<file path="src/rtl/otcb_pkg.sv">
// ----------------------------------------------------------------------------
// otcb_pkg
// shared types and constants of the one-shot timer and counter bank
// ----------------------------------------------------------------------------
package otcb_pkg;

  // bank sizes (1 to 32 each)
  localparam int TIMER_SLOTS   = 8;
  localparam int COUNTER_SLOTS = 8;

  // slot index widths and in-use count widths
  localparam int TIDX_W = (TIMER_SLOTS > 1) ? $clog2(TIMER_SLOTS) : 1;
  localparam int CIDX_W = (COUNTER_SLOTS > 1) ? $clog2(COUNTER_SLOTS) : 1;
  localparam int TCNT_W = $clog2(TIMER_SLOTS + 1);
  localparam int CCNT_W = $clog2(COUNTER_SLOTS + 1);

  // field widths
  localparam int REQ_W     = 3;
  localparam int SLOT_W    = 8;
  localparam int VALUE_W   = 16;
  localparam int ELAPSED_W = 8;

  // marks
  localparam logic [VALUE_W-1:0] IDLE_MARK = 16'hFFFF;
  localparam logic [SLOT_W-1:0]  NO_SLOT   = 8'hFF;

  // result kinds
  localparam logic KIND_ACK     = 1'b0;
  localparam logic KIND_EXPIRED = 1'b1;

  // command queue depth
  localparam int QUEUE_DEPTH = 2;
  localparam int QPTR_W      = (QUEUE_DEPTH > 1) ? $clog2(QUEUE_DEPTH) : 1;
  localparam int QCNT_W      = $clog2(QUEUE_DEPTH + 1);

  typedef enum logic [REQ_W-1:0] {
    REQ_NEW_TIMER     = 3'd0,
    REQ_START_TIMER   = 3'd1,
    REQ_STOP_TIMER    = 3'd2,
    REQ_NEW_COUNTER   = 3'd3,
    REQ_START_COUNTER = 3'd4,
    REQ_STOP_COUNTER  = 3'd5,
    REQ_READ_COUNTER  = 3'd6,
    REQ_TICK          = 3'd7
  } req_e_t;

  // classified command as held in the queue
  typedef struct packed {
    req_e_t                 req;
    logic [SLOT_W-1:0]      slot;
    logic [VALUE_W-1:0]     period;
    logic [ELAPSED_W-1:0]   elapsed;
    logic                   bad;        // addressed slot beyond its bank
    logic                   tick_live;  // tick with a nonzero amount
  } otcb_cmd_t;

endpackage

</file>
<file path="src/rtl/oneshot_timer_and_counter_bank_unit.sv">
// ----------------------------------------------------------------------------
// oneshot_timer_and_counter_bank_unit
// bank of one-shot down-timers and up-counters driven by one tick source
// ----------------------------------------------------------------------------
// usage
//   input channel (in_*): one request per transfer: allocate, start, stop or
//   read a timer/counter slot, or a tick carrying an elapsed amount
//   result channel (out_*): every non-tick request gives one result with
//   out_last set; a tick gives one out_kind=1 result per expired timer in
//   slot order, then a closing acknowledge with out_last set
// throughput
//   a request enters a two-entry command queue and moves on from there into
//   the result register; non-tick requests sustain one per cycle while the
//   receiver does not stall and no tick walk is running
//   a nonzero tick walks the timer slots one per cycle through the single
//   timer update path, except while an expiring slot waits for room, and
//   holds later requests in the queue; a zero tick skips the walk
// reset
//   synchronous active-low rst_n: all timers inactive, all counters stopped,
//   no slots allocated, queue and result register empty
// stalls
//   while out_stall is high the result is held; the back end keeps working
//   until it needs the result register, and the queue absorbs two requests
//   before in_stall rises
// ----------------------------------------------------------------------------
module oneshot_timer_and_counter_bank_unit import otcb_pkg::*; (
  input  logic                  clk,
  input  logic                  rst_n,
  input  logic                  in_valid,
  output logic                  in_stall,
  input  logic [REQ_W-1:0]      in_req_type,
  input  logic [SLOT_W-1:0]     in_slot,
  input  logic [VALUE_W-1:0]    in_period,
  input  logic [ELAPSED_W-1:0]  in_elapsed,
  output logic                  out_valid,
  input  logic                  out_stall,
  output logic                  out_kind,
  output logic [SLOT_W-1:0]     out_result_slot,
  output logic [VALUE_W-1:0]    out_count_value,
  output logic                  out_bad_slot,
  output logic                  out_last
);

  // front to queue
  logic      q_push;
  logic      q_full;
  otcb_cmd_t push_cmd;

  // queue to back
  logic      q_pop;
  logic      q_not_empty;
  otcb_cmd_t head_cmd;

  // classify requests (slot range check, zero tick)
  otcb_front u_front (
    .in_valid    (in_valid),
    .in_stall    (in_stall),
    .in_req_type (in_req_type),
    .in_slot     (in_slot),
    .in_period   (in_period),
    .in_elapsed  (in_elapsed),
    .q_full      (q_full),
    .q_push      (q_push),
    .q_cmd       (push_cmd)
  );

  // decouples input transfers from the tick walk
  otcb_queue u_queue (
    .clk       (clk),
    .rst_n     (rst_n),
    .push      (q_push),
    .push_cmd  (push_cmd),
    .full      (q_full),
    .pop       (q_pop),
    .not_empty (q_not_empty),
    .head_cmd  (head_cmd)
  );

  // slot state, timer walk and result register
  otcb_back u_back (
    .clk             (clk),
    .rst_n           (rst_n),
    .q_not_empty     (q_not_empty),
    .q_cmd           (head_cmd),
    .q_pop           (q_pop),
    .out_valid       (out_valid),
    .out_stall       (out_stall),
    .out_kind        (out_kind),
    .out_result_slot (out_result_slot),
    .out_count_value (out_count_value),
    .out_bad_slot    (out_bad_slot),
    .out_last        (out_last)
  );

endmodule

</file>
<file path="src/rtl/otcb_front.sv">
// ----------------------------------------------------------------------------
// otcb_front
// accepts request transfers and classifies them for the command queue
// ----------------------------------------------------------------------------
module otcb_front import otcb_pkg::*; (
  input  logic                  in_valid,
  output logic                  in_stall,
  input  logic [REQ_W-1:0]      in_req_type,
  input  logic [SLOT_W-1:0]     in_slot,
  input  logic [VALUE_W-1:0]    in_period,
  input  logic [ELAPSED_W-1:0]  in_elapsed,
  input  logic                  q_full,
  output logic                  q_push,
  output otcb_cmd_t             q_cmd
);

  req_e_t req;
  logic   tbad;
  logic   cbad;

  assign req  = req_e_t'(in_req_type);
  assign tbad = in_slot >= SLOT_W'(TIMER_SLOTS);
  assign cbad = in_slot >= SLOT_W'(COUNTER_SLOTS);

  always_comb begin
    q_cmd.req       = req;
    q_cmd.slot      = in_slot;
    q_cmd.period    = in_period;
    q_cmd.elapsed   = in_elapsed;
    q_cmd.tick_live = in_elapsed != '0;
    unique case (req)
      REQ_START_TIMER, REQ_STOP_TIMER: begin
        q_cmd.bad = tbad;
      end
      REQ_START_COUNTER, REQ_STOP_COUNTER, REQ_READ_COUNTER: begin
        q_cmd.bad = cbad;
      end
      default: begin
        q_cmd.bad = 1'b0;
      end
    endcase
  end

  assign in_stall = q_full;
  assign q_push   = in_valid && !q_full;

endmodule

</file>
<file path="src/rtl/otcb_queue.sv">
// ----------------------------------------------------------------------------
// otcb_queue
// short command queue between the front and the back
// ----------------------------------------------------------------------------
module otcb_queue import otcb_pkg::*; (
  input  logic       clk,
  input  logic       rst_n,
  input  logic       push,
  input  otcb_cmd_t  push_cmd,
  output logic       full,
  input  logic       pop,
  output logic       not_empty,
  output otcb_cmd_t  head_cmd
);

  otcb_cmd_t           entry_r [QUEUE_DEPTH];
  logic [QPTR_W-1:0]   wr_ptr_r;
  logic [QPTR_W-1:0]   rd_ptr_r;
  logic [QCNT_W-1:0]   count_r;
  logic [QPTR_W-1:0]   wr_ptr_nxt;
  logic [QPTR_W-1:0]   rd_ptr_nxt;
  logic [QCNT_W-1:0]   count_nxt;
  logic                do_push;
  logic                do_pop;

  assign full      = count_r == QCNT_W'(QUEUE_DEPTH);
  assign not_empty = count_r != '0;
  assign head_cmd  = entry_r[rd_ptr_r];
  assign do_push   = push && !full;
  assign do_pop    = pop && not_empty;

  always_comb begin
    wr_ptr_nxt = wr_ptr_r;
    rd_ptr_nxt = rd_ptr_r;
    count_nxt  = count_r;
    if (do_push) begin
      wr_ptr_nxt = (wr_ptr_r == QPTR_W'(QUEUE_DEPTH - 1)) ? '0 : wr_ptr_r + 1'b1;
    end
    if (do_pop) begin
      rd_ptr_nxt = (rd_ptr_r == QPTR_W'(QUEUE_DEPTH - 1)) ? '0 : rd_ptr_r + 1'b1;
    end
    if (do_push && !do_pop) begin
      count_nxt = count_r + 1'b1;
    end else if (do_pop && !do_push) begin
      count_nxt = count_r - 1'b1;
    end
  end

  always_ff @(posedge clk) begin
    if (!rst_n) begin
      wr_ptr_r <= '0;
      rd_ptr_r <= '0;
      count_r  <= '0;
    end else begin
      wr_ptr_r <= wr_ptr_nxt;
      rd_ptr_r <= rd_ptr_nxt;
      count_r  <= count_nxt;
    end
  end

  always_ff @(posedge clk) begin
    if (do_push) begin
      entry_r[wr_ptr_r] <= push_cmd;
    end
  end

endmodule

</file>
<file path="src/rtl/otcb_back.sv">
// ----------------------------------------------------------------------------
// otcb_back
// carries out commands: slot state, timer walk on ticks, result register
// ----------------------------------------------------------------------------
module otcb_back import otcb_pkg::*; (
  input  logic                  clk,
  input  logic                  rst_n,
  input  logic                  q_not_empty,
  input  otcb_cmd_t             q_cmd,
  output logic                  q_pop,
  output logic                  out_valid,
  input  logic                  out_stall,
  output logic                  out_kind,
  output logic [SLOT_W-1:0]     out_result_slot,
  output logic [VALUE_W-1:0]    out_count_value,
  output logic                  out_bad_slot,
  output logic                  out_last
);

  typedef enum logic [1:0] {
    S_IDLE,
    S_WALK,
    S_ACK
  } state_t;

  state_t                 state_r, state_nxt;
  logic [VALUE_W-1:0]     timer_r   [TIMER_SLOTS];
  logic [VALUE_W-1:0]     timer_nxt [TIMER_SLOTS];
  logic [VALUE_W-1:0]     cnt_r     [COUNTER_SLOTS];
  logic [VALUE_W-1:0]     cnt_nxt   [COUNTER_SLOTS];
  logic [TCNT_W-1:0]      timers_used_r, timers_used_nxt;
  logic [CCNT_W-1:0]      counters_used_r, counters_used_nxt;
  logic [TIDX_W-1:0]      walk_idx_r, walk_idx_nxt;
  logic [ELAPSED_W-1:0]   elapsed_r, elapsed_nxt;

  logic                   out_valid_r, out_valid_nxt;
  logic                   out_kind_r, out_kind_nxt;
  logic [SLOT_W-1:0]      out_slot_r, out_slot_nxt;
  logic [VALUE_W-1:0]     out_value_r, out_value_nxt;
  logic                   out_bad_r, out_bad_nxt;
  logic                   out_last_r, out_last_nxt;

  logic                   out_free;
  logic [TIDX_W-1:0]      tslot;
  logic [CIDX_W-1:0]      cslot;
  logic [VALUE_W-1:0]     walk_val;
  logic [VALUE_W-1:0]     walk_dec;
  logic                   walk_live;
  logic                   walk_expire;
  logic [VALUE_W-1:0]     elapsed_ext;

  assign out_free    = !out_valid_r || !out_stall;
  assign tslot       = q_cmd.slot[TIDX_W-1:0];
  assign cslot       = q_cmd.slot[CIDX_W-1:0];
  assign elapsed_ext = {{(VALUE_W - ELAPSED_W){1'b0}}, elapsed_r};

  // one timer slot per cycle during a tick, unless an expiring slot waits
  assign walk_val    = timer_r[walk_idx_r];
  assign walk_live   = ({{(TCNT_W - TIDX_W + 1){1'b0}}, walk_idx_r} <
                        {1'b0, timers_used_r}) && (walk_val != IDLE_MARK);
  assign walk_dec    = (walk_val >= elapsed_ext) ? walk_val - elapsed_ext : '0;
  assign walk_expire = walk_live && (walk_dec == '0);

  always_comb begin
    state_nxt         = state_r;
    timer_nxt         = timer_r;
    cnt_nxt           = cnt_r;
    timers_used_nxt   = timers_used_r;
    counters_used_nxt = counters_used_r;
    walk_idx_nxt      = walk_idx_r;
    elapsed_nxt       = elapsed_r;
    out_valid_nxt     = out_valid_r && out_stall;
    out_kind_nxt      = out_kind_r;
    out_slot_nxt      = out_slot_r;
    out_value_nxt     = out_value_r;
    out_bad_nxt       = out_bad_r;
    out_last_nxt      = out_last_r;
    q_pop             = 1'b0;

    unique case (state_r)
      S_IDLE: begin
        if (q_not_empty && out_free) begin
          q_pop         = 1'b1;
          out_valid_nxt = 1'b1;
          out_kind_nxt  = KIND_ACK;
          out_slot_nxt  = q_cmd.slot;
          out_value_nxt = '0;
          out_bad_nxt   = q_cmd.bad;
          out_last_nxt  = 1'b1;
          unique case (q_cmd.req)
            REQ_NEW_TIMER: begin
              out_slot_nxt = NO_SLOT;
              if (timers_used_r < TCNT_W'(TIMER_SLOTS)) begin
                out_slot_nxt    = SLOT_W'(timers_used_r);
                timers_used_nxt = timers_used_r + 1'b1;
              end
            end
            REQ_START_TIMER: begin
              if (!q_cmd.bad) begin
                timer_nxt[tslot] = q_cmd.period;
              end
            end
            REQ_STOP_TIMER: begin
              if (!q_cmd.bad) begin
                timer_nxt[tslot] = IDLE_MARK;
              end
            end
            REQ_NEW_COUNTER: begin
              out_slot_nxt = NO_SLOT;
              if (counters_used_r < CCNT_W'(COUNTER_SLOTS)) begin
                out_slot_nxt      = SLOT_W'(counters_used_r);
                counters_used_nxt = counters_used_r + 1'b1;
              end
            end
            REQ_START_COUNTER: begin
              if (!q_cmd.bad) begin
                cnt_nxt[cslot] = '0;
              end
            end
            REQ_STOP_COUNTER: begin
              if (!q_cmd.bad) begin
                cnt_nxt[cslot] = IDLE_MARK;
              end
            end
            REQ_READ_COUNTER: begin
              if (!q_cmd.bad) begin
                out_value_nxt = cnt_r[cslot];
              end
            end
            REQ_TICK: begin
              out_slot_nxt = '0;
              if (q_cmd.tick_live) begin
                // counters advance together; the timers are walked next
                for (int i = 0; i < COUNTER_SLOTS; i++) begin
                  if ((i < int'(counters_used_r)) && (cnt_r[i] != IDLE_MARK)) begin
                    cnt_nxt[i] = cnt_r[i] +
                      {{(VALUE_W - ELAPSED_W){1'b0}}, q_cmd.elapsed};
                  end
                end
                out_valid_nxt = out_valid_r && out_stall;
                out_kind_nxt  = out_kind_r;
                out_slot_nxt  = out_slot_r;
                out_value_nxt = out_value_r;
                out_bad_nxt   = out_bad_r;
                out_last_nxt  = out_last_r;
                elapsed_nxt   = q_cmd.elapsed;
                walk_idx_nxt  = '0;
                state_nxt     = S_WALK;
              end
            end
            default: begin
            end
          endcase
        end
      end

      S_WALK: begin
        // an expiring slot waits for room in the result register
        if (!walk_expire || out_free) begin
          if (walk_live) begin
            timer_nxt[walk_idx_r] = walk_expire ? IDLE_MARK : walk_dec;
          end
          if (walk_expire) begin
            out_valid_nxt = 1'b1;
            out_kind_nxt  = KIND_EXPIRED;
            out_slot_nxt  = SLOT_W'(walk_idx_r);
            out_value_nxt = '0;
            out_bad_nxt   = 1'b0;
            out_last_nxt  = 1'b0;
          end
          if (walk_idx_r == TIDX_W'(TIMER_SLOTS - 1)) begin
            state_nxt = S_ACK;
          end else begin
            walk_idx_nxt = walk_idx_r + 1'b1;
          end
        end
      end

      S_ACK: begin
        if (out_free) begin
          out_valid_nxt = 1'b1;
          out_kind_nxt  = KIND_ACK;
          out_slot_nxt  = '0;
          out_value_nxt = '0;
          out_bad_nxt   = 1'b0;
          out_last_nxt  = 1'b1;
          state_nxt     = S_IDLE;
        end
      end

      default: begin
        state_nxt = S_IDLE;
      end
    endcase
  end

  always_ff @(posedge clk) begin
    if (!rst_n) begin
      state_r         <= S_IDLE;
      timers_used_r   <= '0;
      counters_used_r <= '0;
      out_valid_r     <= 1'b0;
      for (int i = 0; i < TIMER_SLOTS; i++) begin
        timer_r[i] <= IDLE_MARK;
      end
      for (int i = 0; i < COUNTER_SLOTS; i++) begin
        cnt_r[i] <= IDLE_MARK;
      end
    end else begin
      state_r         <= state_nxt;
      timers_used_r   <= timers_used_nxt;
      counters_used_r <= counters_used_nxt;
      out_valid_r     <= out_valid_nxt;
      timer_r         <= timer_nxt;
      cnt_r           <= cnt_nxt;
    end
    walk_idx_r  <= walk_idx_nxt;
    elapsed_r   <= elapsed_nxt;
    out_kind_r  <= out_kind_nxt;
    out_slot_r  <= out_slot_nxt;
    out_value_r <= out_value_nxt;
    out_bad_r   <= out_bad_nxt;
    out_last_r  <= out_last_nxt;
  end

  assign out_valid       = out_valid_r;
  assign out_kind        = out_kind_r;
  assign out_result_slot = out_slot_r;
  assign out_count_value = out_value_r;
  assign out_bad_slot    = out_bad_r;
  assign out_last        = out_last_r;

endmodule

</file>
<file path="config.mk">
export PLATFORM = sky130hd
export DESIGN_NAME = oneshot_timer_and_counter_bank_unit
export DESIGN_NICKNAME = d
export VERILOG_FILES = /design/src/rtl/otcb_pkg.sv /design/src/rtl/oneshot_timer_and_counter_bank_unit.sv /design/src/rtl/otcb_front.sv /design/src/rtl/otcb_queue.sv /design/src/rtl/otcb_back.sv
export SDC_FILE = /design/constraint.sdc
export NUM_CORES = 1
export LEC_CHECK = 0
export BUFFER_PORTS_ARGS = -buffer_cell sky130_fd_sc_hd__buf_2
export CELL_PAD_IN_SITES_DETAIL_PLACEMENT = 1
export CELL_PAD_IN_SITES_GLOBAL_PLACEMENT = 1
export CORE_MARGIN = 2
export CORE_UTILIZATION = 53
export DETAILED_ROUTE_END_ITERATION = 8
export HOLD_SLACK_MARGIN = 0.08
export PLACE_DENSITY = 0.95
export SYNTH_ARGS = -nofsm -noshare
export SYNTH_HDL_FRONTEND = slang
export SYNTH_SLANG_ARGS = --single-unit
export TNS_END_PERCENT = 50
</file>
<file path="constraint.sdc">
create_clock -name clk -period 10.4 [get_ports clk]
set_clock_uncertainty 0.1 [all_clocks]
set_input_delay 1.56 -clock clk [delete_from_list [all_inputs] [get_ports clk]]
set_output_delay 1.56 -clock clk [all_outputs]
set_load 0.02 [all_outputs]
</file>
==> results.rst <==
.. list-table::
   :header-rows: 1

   * - Metric
     - Value
   * - Number of buffers between clock root and the deepest sink
     - 3
   * - Total power of the final layout
     - 7.433 mW
   * - # hold bufs at CTS
     - 0
   * - Violated checks
     - max-capacitance violations, max-slew violations
   * - Maximum level of the CTS H-tree
     - 2
   * - Cell at the root of the clock tree
     - sky130_fd_sc_hd__clkbuf_16
   * - Clock slew at reported path FFs
     - 0.07 ns
   * - Share of layout cells above drive strength 1
     - 11.39%
   * - Type of destination of the critical path
     - register
   * - Total of fill cells in the finished design
     - 4939
   * - Last weighted congestion value of the routability-driven placer
     - 1.022
   * - Path type of the worst setup path
     - reg -> reg
   * - # port buffers
     - 67
   * - Pin count of the biggest net entering global routing
     - around 100
   * - Endpoint of the worst register-to-register path
     - u_back.timer_r[46]
   * - Worst hold start
     - u_back.timer_r[92]
   * - CP Launch Point
     - u_back.walk_idx_r[1]
   * - Average via count per standard cell
     - 7.673
   * - Clock tree from TritonCTS
     - done
   * - Number of instances in the synthesized netlist
     - about 2600
   * - Layout Nets
     - 2660
   * - Max-slew violation total from the final report
     - 18
   * - Status
     - finished with violations
   * - Synthesis-to-layout area growth
     - 9.159%
   * - IO Count
     - 68
   * - Slew at the pin with the worst max-slew slack
     - 1.556 ns
   * - Core Area
     - 43080 sq um
   * - Leakage component of the power
     - about 9.3 nW
   * - Aggregate global routing overflow
     - 0
   * - Final setup violating endpoints
     - 0
   * - Hold path endpoint
     - u_back.timer_r[92]
   * - Netlist cell types
     - 86
   * - Number of DRC markers in iteration 0
     - 3438
   * - Via count of the first global-routing pass
     - 24520
   * - Vias post-DR
     - 24170
   * - Height of the die
     - 212.8 um
   * - Crit Reg-Reg Startpoint
     - u_back.walk_idx_r[1]
   * - Post-synthesis average cell area
     - 9.049 sq um
   * - Max Fanout on Critical Path
     - 42
   * - Setup TNS Final
     - 0 ns
   * - Area of the mapped netlist
     - 23100 sq um
   * - Power per standard cell area
     - 294.8 nW/um^2
   * - Type of the tightest min-delay check
     - reg -> reg
   * - Startpoint kind of the worst setup timing path
     - register
   * - Length in cells of the worst reg-to-reg path
     - 15
   * - Number of antenna violations at the first check in global routing
     - 3
   * - Shortest period the worst path allows
     - 7.217 ns
   * - Initial core utilization
     - between 50% and 60%
   * - CTS-repair resized insts
     - 0
   * - Source-to-sink clock delay at the later pin of the worst-skew pair
     - 0.60 ns
   * - X dimension of the die
     - 212.8 um
   * - Tot GR Track Use
     - between 40% and 50%
   * - Final HPWL from detailed placement
     - 66250 um
   * - First-pass GRT wire length
     - 152500 um
   * - Total of warnings raised by yosys
     - 0
   * - Standard-cell rows
     - 76
   * - Area of the die
     - 45270 sq um
   * - Arrival time of the worst setup path
     - 7.64 ns
   * - RSZ-0062 raised after global routing
     - false
   * - Hold Crit Depth
     - 1
   * - Fraction of registers with async set or reset after synthesis
     - 0%
   * - Number of flops mapped to enable cells by yosys
     - 112
   * - Nets in the synthesized netlist
     - 2685
   * - Total number of clock tree sinks
     - 384
   * - Ys flop type
     - sky130_fd_sc_hd__dfxtp_1
   * - Detailed Routing Iterations Pass 1
     - 6
   * - Routed wire length
     - 101900 um
   * - # Max-Cap Violations
     - 5
   * - Wire length per cell
     - 32.35 um
   * - Final hold viol count
     - 0
   * - FMAX
     - 138.6 MHz
   * - Final cycle utilization of the critical path
     - 69.40%
   * - Post-route ant nets
     - 0
   * - Finished Layout Cells
     - 3150
   * - R2r setup slk
     - 3.18 ns
   * - DR DRC count
     - 0
   * - Number of CTS-inserted buffers
     - 44
   * - Req. time, crit path
     - 10.82 ns
   * - Headroom to the max-slew limit
     - -4.419%
   * - Placed cells
     - around 3000
   * - Post-CTS Setup Repair Bufs
     - 0
   * - Fraction of the yosys area taken by sequential cells
     - 38.13%
   * - Max VDD drop
     - 171.2 uV
   * - FF+latch count, synth
     - 384
## cells in the mapped netlist, drive strengths merged (23+ instances only)
cell    count  area share, %
nand3      64            1.4
a21o       34            1.1
a22oi      75            2.4
o22a      129            4.9
o21bai     40            1.3
ha         84            4.5
and3       23           0.62
a21oi     351            7.6
o21ai     137            3.0
xnor2      49            1.9
a31oi      24           0.71
mux2       48            2.3
mux2i      42            1.9
o22ai     133            3.6
nor2      153            2.5
edfxtp    112             15
clkbuf    134            2.2
nand2     159            2.6
dfxtp     272             24
inv        87            1.4
nor3       41           0.89
o211ai     44            1.4
buf        40            1.2
## flip-flops by register name, indices dropped and copies added, names as in the netlist, 2 cells and up, named ones only
signal / cells
u_back.cnt_r: 128
u_back.timer_r: 128
u_queue.entry_r: 74
u_back.out_count_value: 16
u_back.elapsed_r: 8
u_back.out_result_slot: 8
u_back.counters_used_r: 4
u_back.timers_used_r: 4
u_back.walk_idx_r: 3
u_back.state_r: 2
u_queue.count_r: 2
## power breakdown
group	switching, mW	leakage [nW]	total, mW	internal [mW]
Sequential	0.245	3.26	2.04	1.80
Clock	0.696	0.727	1.62	0.920
Combinational	2.60	5.33	3.78	1.17
Total	3.54	9.31	7.43	3.89
## cell families (layout without fill, tap and decap cells)
kind of cell	after synthesis	count (layout)	synth area share (%)
other cells	0	2	0
buf+inv	262	272	4.799
xor+xnor	67	67	2.573
simple gates	541	541	11.10
compound gates	1101	1101	32.37
mux	105	105	5.692
fa+ha+maj	93	93	5.330
flops	384	384	38.13
## final cells by class
class / instances / area (sq um) / area share, %
Tap cell: 585 / 732.0 / 2.903
Clock buffer: 58 / 1246 / 4.942
Inverter: 88 / 330.3 / 1.310
Timing Repair Buffer: 103 / 608.1 / 2.411
Multi-Input combinational cell: 1907 / 13280 / 52.67
Antenna cell: 2 / 5.005 / 0.01985
Sequential cell: 384 / 8810 / 34.94
Clock inverter: 23 / 202.7 / 0.8038
## layer usage
layer	up-vias	routed length [um]	global-route usage, %
met5	-	20	0
li1	9776	-	-
met2	1960	44570	67.62
met1	11730	34870	51.34
met4	4	10570	39.98
met3	703	11880	12.40
## placed cells by master (no fill, tap or decap), types with 44 or more instances in the layout
cell                        instances
sky130_fd_sc_hd__a22oi_1           75
sky130_fd_sc_hd__o211ai_1          44
sky130_fd_sc_hd__xnor2_1           48
sky130_fd_sc_hd__nand3_1           64
sky130_fd_sc_hd__ha_1              84
sky130_fd_sc_hd__dfxtp_1          271
sky130_fd_sc_hd__o22a_1           129
sky130_fd_sc_hd__o21ai_0          118
sky130_fd_sc_hd__a21oi_1          350
sky130_fd_sc_hd__edfxtp_1         112
sky130_fd_sc_hd__nand2_1          158
sky130_fd_sc_hd__mux2_2            48
sky130_fd_sc_hd__nor2_1           141
sky130_fd_sc_hd__o22ai_1          133
sky130_fd_sc_hd__buf_2             66
sky130_fd_sc_hd__clkbuf_16         46
sky130_fd_sc_hd__inv_1             86
## per-stage QoR
| stage | instance area, sq um | hold slack (ns) | util [%] | setup slack, ns |
|---|---|---|---|---|
| finish | 25220 | 0.4133 | 58.54 | 3.183 |
| global route | 25210 | 0.4306 | 58.53 | 2.948 |
| CTS | 25210 | 0.4096 | 58.53 | 3.446 |
| detailed placement | 23760 | 0.3955 | 55.16 | 3.485 |
| global placement | 23760 | 0.3785 | 55.16 | 3.799 |
| floorplan | 23100 | 0.3539 | - | 3.870 |
## worst max-delay path, cell delays in order, from the launching register on
cell and delay (ns):
sky130_fd_sc_hd__edfxtp_1 0.85, sky130_fd_sc_hd__buf_4 0.64, sky130_fd_sc_hd__nor2b_1 0.65, sky130_fd_sc_hd__a221oi_1 0.20
sky130_fd_sc_hd__o22a_1 0.23, sky130_fd_sc_hd__ha_1 0.23, sky130_fd_sc_hd__fa_1 0.44, sky130_fd_sc_hd__nand2b_1 0.19
sky130_fd_sc_hd__a21oi_1 0.27, sky130_fd_sc_hd__nand2_1 0.11, sky130_fd_sc_hd__a311oi_2 0.89, sky130_fd_sc_hd__nand4_1 0.34
sky130_fd_sc_hd__o31ai_4 0.67, sky130_fd_sc_hd__a31oi_4 0.43, sky130_fd_sc_hd__o221ai_4 0.58, sky130_fd_sc_hd__o22a_1 0.23
## how the worst max path moves through the flow
stage	slack, ns	depth (start not counted)	end
floorplan	3.87	19	u_back.out_bad_slot
global placement	3.80	15	u_back.timer_r[94]
detailed placement	3.48	15	u_back.timer_r[111]
CTS	3.45	15	u_back.timer_r[46]
global route	2.95	15	u_back.timer_r[94]
finish	3.18	15	u_back.timer_r[46]
Power figures use the tool's default switching activity.
